--- src/rtl/core/hsvr_pkg.sv ---
`default_nettype none
// ----------------------------------------------------------------------------
// hsvr_pkg
// Types, register indexes and 8-bit scaling helpers for the rainbow
// HSV to RGB converter.
// ----------------------------------------------------------------------------
package hsvr_pkg;

	typedef struct packed {
		logic [7:0] hue;
		logic [7:0] saturation;
		logic [7:0] brightness;
	} hsv_t;

	typedef struct packed {
		logic [7:0] red;
		logic [7:0] green;
		logic [7:0] blue;
	} rgb_t;

	// configuration register indexes
	localparam logic [1:0] REG_YELLOW_STRONG = 2'd0;
	localparam logic [1:0] REG_GREEN_HALVE   = 2'd1;
	localparam logic [1:0] REG_GREEN_SCALE   = 2'd2;

	// hue sections (top three hue bits)
	localparam logic [2:0] SEC_RED_ORANGE    = 3'd0;
	localparam logic [2:0] SEC_ORANGE_YELLOW = 3'd1;
	localparam logic [2:0] SEC_YELLOW_GREEN  = 3'd2;
	localparam logic [2:0] SEC_GREEN_AQUA    = 3'd3;
	localparam logic [2:0] SEC_AQUA_BLUE     = 3'd4;
	localparam logic [2:0] SEC_BLUE_PURPLE   = 3'd5;
	localparam logic [2:0] SEC_PURPLE_PINK   = 3'd6;
	localparam logic [2:0] SEC_PINK_RED      = 3'd7;

	localparam logic [7:0] THIRD_SCALE     = 8'(256 / 3);
	localparam logic [7:0] TWOTHIRDS_SCALE = 8'((256 * 2) / 3);

	// (i * (s + 1)) >> 8
	function automatic logic [7:0] sc8(input logic [7:0] i, input logic [7:0] s);
		logic [16:0] p;
		p = 17'(i) * 17'({1'b0, s} + 9'd1);
		return p[15:8];
	endfunction

	// ((i * s) >> 8) plus one when both operands are nonzero
	function automatic logic [7:0] sc8v(input logic [7:0] i, input logic [7:0] s);
		logic [15:0] p;
		p = 16'(i) * 16'(s);
		return p[15:8] + 8'((i != 8'd0) && (s != 8'd0));
	endfunction

endpackage
`default_nettype wire

--- src/rtl/core/hsv_to_rgb_rainbow.sv ---
`default_nettype none
// ----------------------------------------------------------------------------
// hsv_to_rgb_rainbow
// Rainbow HSV to RGB conversion, 8 bits per channel, four register stages.
// A request accepted at a clock edge passes the s1 to s4 registers and shows its
// result with done high from s4. Throughput: one request per cycle; busy stays low.
// Four stages: hue section map, green adjust, desaturation, value scaling.
// Reset clears the stage valid bits and loads the register defaults.
// ----------------------------------------------------------------------------
module hsv_to_rgb_rainbow
	import hsvr_pkg::*;
(
	input  wire logic       clk,
	input  wire logic       arst_n,
	input  wire logic       start,
	output logic            busy,
	input  wire hsv_t       req,
	output logic            done,
	output rgb_t            rsp,
	input  wire logic       cfg_we,
	input  wire logic [1:0] cfg_idx,
	input  wire logic [7:0] cfg_data
);

	logic       yellow_strong_q;
	logic       green_halve_q;
	logic [7:0] green_scale_q;

	logic       vld_s1, vld_s2, vld_s3, vld_s4;

	assign busy = 1'b0;

	// configuration
	always_ff @(posedge clk or negedge arst_n) begin
		if (!arst_n) begin
			yellow_strong_q <= 1'b0;
			green_halve_q   <= 1'b1;
			green_scale_q   <= 8'd0;
		end else if (cfg_we) begin
			case (cfg_idx)
				REG_YELLOW_STRONG: yellow_strong_q <= cfg_data[0];
				REG_GREEN_HALVE:   green_halve_q   <= cfg_data[0];
				REG_GREEN_SCALE:   green_scale_q   <= cfg_data;
				default: ;
			endcase
		end
	end

	always_ff @(posedge clk or negedge arst_n) begin
		if (!arst_n) begin
			vld_s1 <= 1'b0;
			vld_s2 <= 1'b0;
			vld_s3 <= 1'b0;
			vld_s4 <= 1'b0;
		end else begin
			vld_s1 <= start;
			vld_s2 <= vld_s1;
			vld_s3 <= vld_s2;
			vld_s4 <= vld_s3;
		end
	end

	// stage 1: hue section map, desaturation and value squares
	logic [7:0] off8, third, twothirds, dsat;
	logic [7:0] r_c1, g_c1, b_c1;

	always_comb begin
		off8      = {req.hue[4:0], 3'b000};
		third     = sc8(off8, THIRD_SCALE);
		twothirds = sc8(off8, TWOTHIRDS_SCALE);
		dsat      = 8'd255 - req.saturation;
		r_c1 = 8'd0;
		g_c1 = 8'd0;
		b_c1 = 8'd0;
		case (req.hue[7:5])
			SEC_RED_ORANGE: begin
				r_c1 = 8'd255 - third;
				g_c1 = third;
			end
			SEC_ORANGE_YELLOW: begin
				if (yellow_strong_q) begin
					r_c1 = 8'd170 + third;
					g_c1 = 8'd85 + twothirds;
				end else begin
					r_c1 = 8'd171;
					g_c1 = 8'd85 + third;
				end
			end
			SEC_YELLOW_GREEN: begin
				if (yellow_strong_q) begin
					r_c1 = 8'd255 - off8;
					g_c1 = 8'd255;
				end else begin
					r_c1 = 8'd171 - twothirds;
					g_c1 = 8'd170 + third;
				end
			end
			SEC_GREEN_AQUA: begin
				g_c1 = 8'd255 - third;
				b_c1 = third;
			end
			SEC_AQUA_BLUE: begin
				g_c1 = 8'd171 - twothirds;
				b_c1 = 8'd85 + twothirds;
			end
			SEC_BLUE_PURPLE: begin
				r_c1 = third;
				b_c1 = 8'd255 - third;
			end
			SEC_PURPLE_PINK: begin
				r_c1 = 8'd85 + third;
				b_c1 = 8'd171 - third;
			end
			SEC_PINK_RED: begin
				r_c1 = 8'd170 + third;
				b_c1 = 8'd85 - third;
			end
			default: ;
		endcase
	end

	logic [7:0] r_s1, g_s1, b_s1, desat_s1, valsq_s1;
	logic       sat_full_s1, sat_zero_s1, val_full_s1;

	always_ff @(posedge clk) begin
		r_s1        <= r_c1;
		g_s1        <= g_c1;
		b_s1        <= b_c1;
		desat_s1    <= sc8v(dsat, dsat);
		valsq_s1    <= sc8v(req.brightness, req.brightness);
		sat_full_s1 <= (req.saturation == 8'd255);
		sat_zero_s1 <= (req.saturation == 8'd0);
		val_full_s1 <= (req.brightness == 8'd255);
	end

	// stage 2: green halve and scale
	logic [7:0] g_half;
	assign g_half = green_halve_q ? {1'b0, g_s1[7:1]} : g_s1;

	logic [7:0] r_s2, g_s2, b_s2, desat_s2, valsq_s2;
	logic       sat_full_s2, sat_zero_s2, val_full_s2;

	always_ff @(posedge clk) begin
		r_s2        <= r_s1;
		g_s2        <= (green_scale_q != 8'd0) ? sc8v(g_half, green_scale_q) : g_half;
		b_s2        <= b_s1;
		desat_s2    <= desat_s1;
		valsq_s2    <= valsq_s1;
		sat_full_s2 <= sat_full_s1;
		sat_zero_s2 <= sat_zero_s1;
		val_full_s2 <= val_full_s1;
	end

	// stage 3: desaturation
	logic [7:0] satscale;
	assign satscale = 8'd255 - desat_s2;

	logic [7:0] r_s3, g_s3, b_s3, valsq_s3;
	logic       val_full_s3;

	always_ff @(posedge clk) begin
		if (sat_full_s2) begin
			r_s3 <= r_s2;
			g_s3 <= g_s2;
			b_s3 <= b_s2;
		end else if (sat_zero_s2) begin
			r_s3 <= 8'd255;
			g_s3 <= 8'd255;
			b_s3 <= 8'd255;
		end else begin
			r_s3 <= sc8(r_s2, satscale) + desat_s2;
			g_s3 <= sc8(g_s2, satscale) + desat_s2;
			b_s3 <= sc8(b_s2, satscale) + desat_s2;
		end
		valsq_s3    <= valsq_s2;
		val_full_s3 <= val_full_s2;
	end

	// stage 4: value scaling into the result register
	rgb_t rsp_s4;

	always_ff @(posedge clk) begin
		if (val_full_s3) begin
			rsp_s4.red   <= r_s3;
			rsp_s4.green <= g_s3;
			rsp_s4.blue  <= b_s3;
		end else if (valsq_s3 == 8'd0) begin
			rsp_s4 <= '0;
		end else begin
			rsp_s4.red   <= sc8(r_s3, valsq_s3);
			rsp_s4.green <= sc8(g_s3, valsq_s3);
			rsp_s4.blue  <= sc8(b_s3, valsq_s3);
		end
	end

	assign done = vld_s4;
	assign rsp  = rsp_s4;

`ifndef NO_ASSERTIONS
	a_done_after_req: assert property (@(posedge clk) disable iff (!arst_n)
		start |-> ##4 done)
		else $error("request did not complete in four cycles");

	a_no_spurious_done: assert property (@(posedge clk) disable iff (!arst_n)
		done |-> $past(start, 4))
		else $error("result without a request");

	a_white: assert property (@(posedge clk) disable iff (!arst_n)
		(start && req.saturation == 8'd0 && req.brightness == 8'd255) |-> ##4 (rsp == '1))
		else $error("zero saturation at full value is not white");

	a_black: assert property (@(posedge clk) disable iff (!arst_n)
		(start && req.brightness == 8'd0) |-> ##4 (rsp == '0))
		else $error("zero value is not black");
`endif

endmodule
`default_nettype wire
--- config.mk ---
export PLATFORM = sky130hd
export DESIGN_NAME = hsv_to_rgb_rainbow
export DESIGN_NICKNAME = d
export VERILOG_FILES = /design/src/rtl/core/hsvr_pkg.sv /design/src/rtl/core/hsv_to_rgb_rainbow.sv
export SDC_FILE = /design/constraint.sdc
export NUM_CORES = 1
export LEC_CHECK = 0
export BUFFER_PORTS_ARGS = -buffer_cell sky130_fd_sc_hd__buf_4
export CAP_MARGIN = 20
export CORE_MARGIN = 8
export CORE_UTILIZATION = 66
export DETAILED_ROUTE_END_ITERATION = 7
export GPL_ROUTABILITY_DRIVEN = 1
export PLACE_DENSITY = 0.9
export SLEW_MARGIN = 30
export SYNTH_ARGS = -nofsm -noshare
export SYNTH_HDL_FRONTEND = slang
export SYNTH_SLANG_ARGS = --single-unit
--- constraint.sdc ---
create_clock -name clk -period 7.56 [get_ports clk]
set_clock_uncertainty 0.05 [all_clocks]
set_input_delay 1.134 -clock clk [delete_from_list [all_inputs] [get_ports clk]]
set_output_delay 1.134 -clock clk [all_outputs]
set_load 0.02 [all_outputs]
* Word level (Yosys, flattened, before mapping)
Cells that the tools add are included.
Word-level totals: input port bits 38, output and inout bits 26, flip-flop bits (word level) 157, logic and storage cells 100
Cells by class: $add $sub $neg 18, reductions and logical operators 12, muxes and demuxes 17, equality and inequality tests 11, multipliers 11
Operators by type and width (number):
- two-way mux 8 bit | 12
- one-hot mux 8 bit (5 select lines) | 2
- multiplier 8 x 17 -> 16 bit | 4
- multiplier 8 x 8 -> 16 bit | 3
- two-way mux 24 bit | 2
- one-hot mux 8 bit (6 select lines) | 1
- multiplier 8 x 9 -> 16 bit | 2
- nonzero test 8 bit | 4
- subtractor 8 bit, first input constant | 4
- adder 8 x 1 -> 8 bit | 3
- adder 8 bit | 3
- adder 8 x 1 -> 9 bit, second input constant | 2
- == test 8 bit, second input constant | 2
- zero test 8 bit | 2
- subtractor 8 x 7 -> 8 bit, first input constant | 2
- multiplier 5 x 8 -> 13 bit, second input constant | 1
- == test 3 bit, second input constant | 4
- multiplier 5 x 6 -> 11 bit, second input constant | 1
- adder 7 x 7 -> 8 bit, first input constant | 1
- adder 7 x 8 -> 8 bit, first input constant | 1
- adder 8 x 7 -> 8 bit, first input constant | 1
- subtractor 7 x 7 -> 8 bit, first input constant | 1
- == test 3 x 2 -> 1 bit, second input constant | 2
- AND reduction 2 bit | 3
- 6 further kinds | 6

* Logic depth before layout (Yosys ltp)
word-level depth 6, mapped depth 30

* Worst setup path before layout
No wires, ideal clock.
kind register to register, start point register desat_s2[1], end point register g_s3[7], required time 7.372 ns, stages on the path, launching flop included 27, data arrival time 6.092 ns, slack 1.280 ns, buffers on the path 1, cells stage by stage dfxtp_1 inv_1 ha_1 nand2_1 xor2_1 clkbuf_1 nand2_1 fa_1 fa_1 inv_1 fa_1 fa_1 ha_1 a21o_1 a21o_1 a221oi_1 o21ai_0 nor2_1 nor2b_1 nor2_1 xnor2_1 ha_1 a21oi_1 o21ai_0 xnor2_1 xnor2_1 a21oi_1
On the way: cells in the longest elaborated chain, start to end 6
Ends and longest elaborated chain:
- start, declared | RTL line hsv_to_rgb_rainbow.sv:140 | logic [7:0] r_s2, g_s2, b_s2, desat_s2, valsq_s2;
- start signal, assigned | RTL line hsv_to_rgb_rainbow.sv:147 | desat_s2 <= desat_s1;
- subtractor 8 bit | RTL line hsv_to_rgb_rainbow.sv:156 | assign satscale = 8'd255 - desat_s2;
- adder 8 x 1 -> 9 bit | RTL line hsvr_pkg.sv:42 | p = 17'(i) * 17'({1'b0, s} + 9'd1);
- multiplier 8 x 17 -> 16 bit | RTL line hsvr_pkg.sv:42
- adder 8 bit (*) | RTL line hsv_to_rgb_rainbow.sv:172 | g_s3 <= sc8(g_s2, satscale) + desat_s2;
- two-way mux 8 bit (*) | RTL line hsv_to_rgb_rainbow.sv:166 | end else if (sat_zero_s2) begin
- two-way mux 8 bit (*) | RTL line hsv_to_rgb_rainbow.sv:162 | if (sat_full_s2) begin
- end signal, assigned | RTL line hsv_to_rgb_rainbow.sv:164 | g_s3 <= g_s2;
- end signal, assigned | RTL line hsv_to_rgb_rainbow.sv:172
- end, declared | RTL line hsv_to_rgb_rainbow.sv:158 | logic [7:0] r_s3, g_s3, b_s3, valsq_s3;
Every way passes the cells marked *; elsewhere a longest branch is shown, timed or not. A chain may end at the register's enable or synchronous reset.

* Worst setup path after layout
start point register desat_s2[0], end point register g_s3[7]
Same word-level chain as after synthesis.

==> flow_summary.toml <==
[placed_design]
dp_hpwl_mm = 46.7
place_inst = 3349
place.gp.congestion = 0.940
port_buffers = 62

[logic_synthesis]
yosys.area.top_type = "fa_1"
netlist.area_leader.share_pct = 26.2
yosys_warnings = 0
synth.top_cells.by_area = "fa_1 26%, ha_1 17%, dfxtp_1 11%"
synth_xor_xnor_area_share_pct = 5.96
synthSimpleGateAreaFrac_pct = 18.1
ys.flop_type = "dfxtp_1"
synthAdderAreaFrac_pct = 43.1
synth_enable_flop_cells = 0
synth_seq_area_share_pct = 12.7
syn-cell-area_sq_um = 25300
yosysUniqueCellTypes = 94
synthMuxAreaShare_pct = 1.26
avgSynthCellArea_sq_um = 8.78
ys_ff_latch = 157
synth_top_family_by_area = "adder cells"
synth-compound-area-share_pct = 10.2
synthCells = 2884
async_flop_share_pct = 8.92

[floorplan]
core_sq_um = 37800
die_h_microns = 212
die_area_sq_um = 44900
start_util_pct = 67.1
rows = 71
ios = 64
die_x_microns = 212

[clock_tree]
cts_buffer_depth = 2
cts_tree = "yes"
numCtsBuffers = 17
h-tree-depth = 4
cts_setup_buffers = 0
ctsRootBufferMaster = "clkbuf_16"
cts-hold-fix-buffers = 0
clock_latency_ns = 0.46
cts.clk_slew.worst_paths_ns = 0.07
cts.sinks = 157

[min_path]
hold_path_class = "flop to flop"

[detailed_routing]
top_layer = "met4"
num_vias = 20151
viasPerCell = 5.96
met2WireLength_mm = 30.7
antenna_left = 0
route.detailed.drc = 1
wl_met1_mm = 23.2
wl_per_cell_microns = 18.0
drt_pre_antenna_iters = 8
drt_wl_total_mm = 60.8
met3_length_mm = 4.53
drt-initial-drc-count = 1612

[worst_setup_path]
cp-end-kind = "flop"
critPathKind = "flop to flop"
critPathMaxFanout = 25
cp.arrival_ns = 7.30
cp-start-kind = "flop"
worstPathRequired_ns = 7.82

[status]
violations = "design-rule violations"
outcome = "finished, violations left"

[timing]
max_freq_ghz = 0.142
fin_crit_sh_pct = 93.1
final-hold-violation-count = 0
fin_crit_ns = 7.04
maxSlewViolCount = 0
rsz0062_at_grt = "false"
setup_viol = 0
max-slew-margin-rel_pct = 44.7
tightest_slew_ns = 0.809
tns_ns = 0
hold_slack_ns = 0.269

[global_routing]
grt_usage_pct = 27.7
antenna_found_initial = 0
grt_max_degree = 55
gr-total-overflow = 0
grt_pass1_vias = 21824
grt_pass1_wl_mm = 103

[layout]
fin_nets = 3567
n_antenna_cell = 0
fillers = 2574
syn_to_final_growth_pct = 5.48
instances_no_fill = 3381
ff_latch_area_sq_um = 3220
multi_input_area_sq_um = 20000
layout-drive-gt1-share_pct = 6.52
fin_util_pct = 70.8

[job]
maxCapViolCount = 0
==> what timing repair did <==
action | in CTS | in global routing
hold endpoints to repair | 0 | 0
resized for setup | 0 | 1
setup endpoints to repair | 0 | 1
==> synth_stat cells (21+ instances only) <==
cell	instances
a22o_1	21
xnor2_1	111
a21oi_1	117
inv_1	439
clkbuf_1	107
nor2b_1	50
ha_1	341
fa_1	331
and2_1	288
dfxtp_1	143
xor2_1	54
nor3_1	32
nand2_1	266
nor2_1	125
o21ai_0	59
nand3_1	31
==> cells in the final DEF (no fill, tap or decap), types with 21 or more instances in the layout <==
cell,count
nor2b_1,50
and2_1,288
dfxtp_1,141
xor2_1,54
o21ai_0,59
nand3_1,31
fa_1,331
a21oi_1,116
a22o_1,21
inv_1,439
xnor2_1,109
nor3_1,32
nand2_1,266
buf_4,86
ha_1,340
nor2_1,124
==> sequential cells by signal (all words and copies together) (netlist names), 8 cells and up <==
name	flops
desat_s1	8
g_s1	8
valsq_s2	8
r_s1	8
b_s2	8
r_s2	8
b_s3	8
valsq_s1	8
r_s3	8
g_s2	8
b_s1	8
green_scale_q	8
valsq_s3	8
rsp	24
g_s3	8
desat_s2	8
==> worst paths after layout <==
path	from	to	slack, ns	cells past startpoint
max	desat_s2[0]	g_s3[7]	0.52	27
max reg2reg	desat_s2[0]	g_s3[7]	0.52	27
min in group asynchronous	arst_n	green_scale_q[1]	0.46	1
min	valsq_s2[2]	valsq_s3[2]	0.27	0
min reg2reg	valsq_s2[2]	valsq_s3[2]	0.27	0
max in group asynchronous	arst_n	green_halve_q	6.75	1
==> layer usage <==
| layer | vias up | global-route usage (%) |
|---|---|---|
| met3 | 231 | 4.85 |
| met5 | - | 0 |
| li1 | 9173 | - |
| met4 | 0 | 12.4 |
| met1 | 9830 | 32.2 |
| met2 | 917 | 49.6 |
==> stage by stage <==
step / worst slack (ns) / area [sq um]
after floorplan: 1.28 / 25300
after CTS: 0.413 / 26700
after global placement: 0.822 / 26100
after detailed placement: 0.456 / 26100
final: 0.519 / 26700
after global routing: 0.118 / 26700
==> final cells by class <==
cell class	instances	area share, %
Tap cell	511	2.39
Inverter	442	6.21
Sequential cell	157	12.0
Timing Repair Buffer	86	2.42
Multi-Input combinational cell	2153	74.7
Clock inverter	13	0.567
Clock buffer	19	1.66
==> cell families (layout without fill, tap and decap cells) <==
| group | after synthesis | count (layout) |
|---|---|---|
| adder cells (fa/ha/maj) | 675 | 675 |
| buffers and inverters | 575 | 560 |
| AND/OR/NAND/NOR | 891 | 891 |
| XOR/XNOR | 169 | 169 |
| flip-flops | 157 | 157 |
| AO/OA/AOI/OAI | 387 | 387 |
| other | 1 | 2 |
| multiplexers | 29 | 29 |
==> critical path, cell delays in order, from the launching register on <==
cell and delay (ns):
dfxtp_1 0.33, buf_4 0.29, inv_1 0.10, ha_2 0.22, nand2_1 0.07, xor2_1 0.15, buf_4 0.31, nand2_1 0.12
fa_1 0.49, fa_1 0.50, inv_1 0.06, fa_1 0.50, fa_1 0.49, ha_1 0.36, a21o_1 0.18, a21o_1 0.20
a221oi_1 0.54, o21ai_0 0.27, nor2_1 0.19, nor2b_1 0.08, nor2_1 0.15, xnor2_1 0.15, ha_1 0.30, a21oi_1 0.16
o21ai_0 0.14, xnor2_1 0.21, xnor2_1 0.14, a21oi_1 0.09
Power is not shown: default switching activity piles up to over one toggle a cycle in this logic, so the estimate is an artifact.
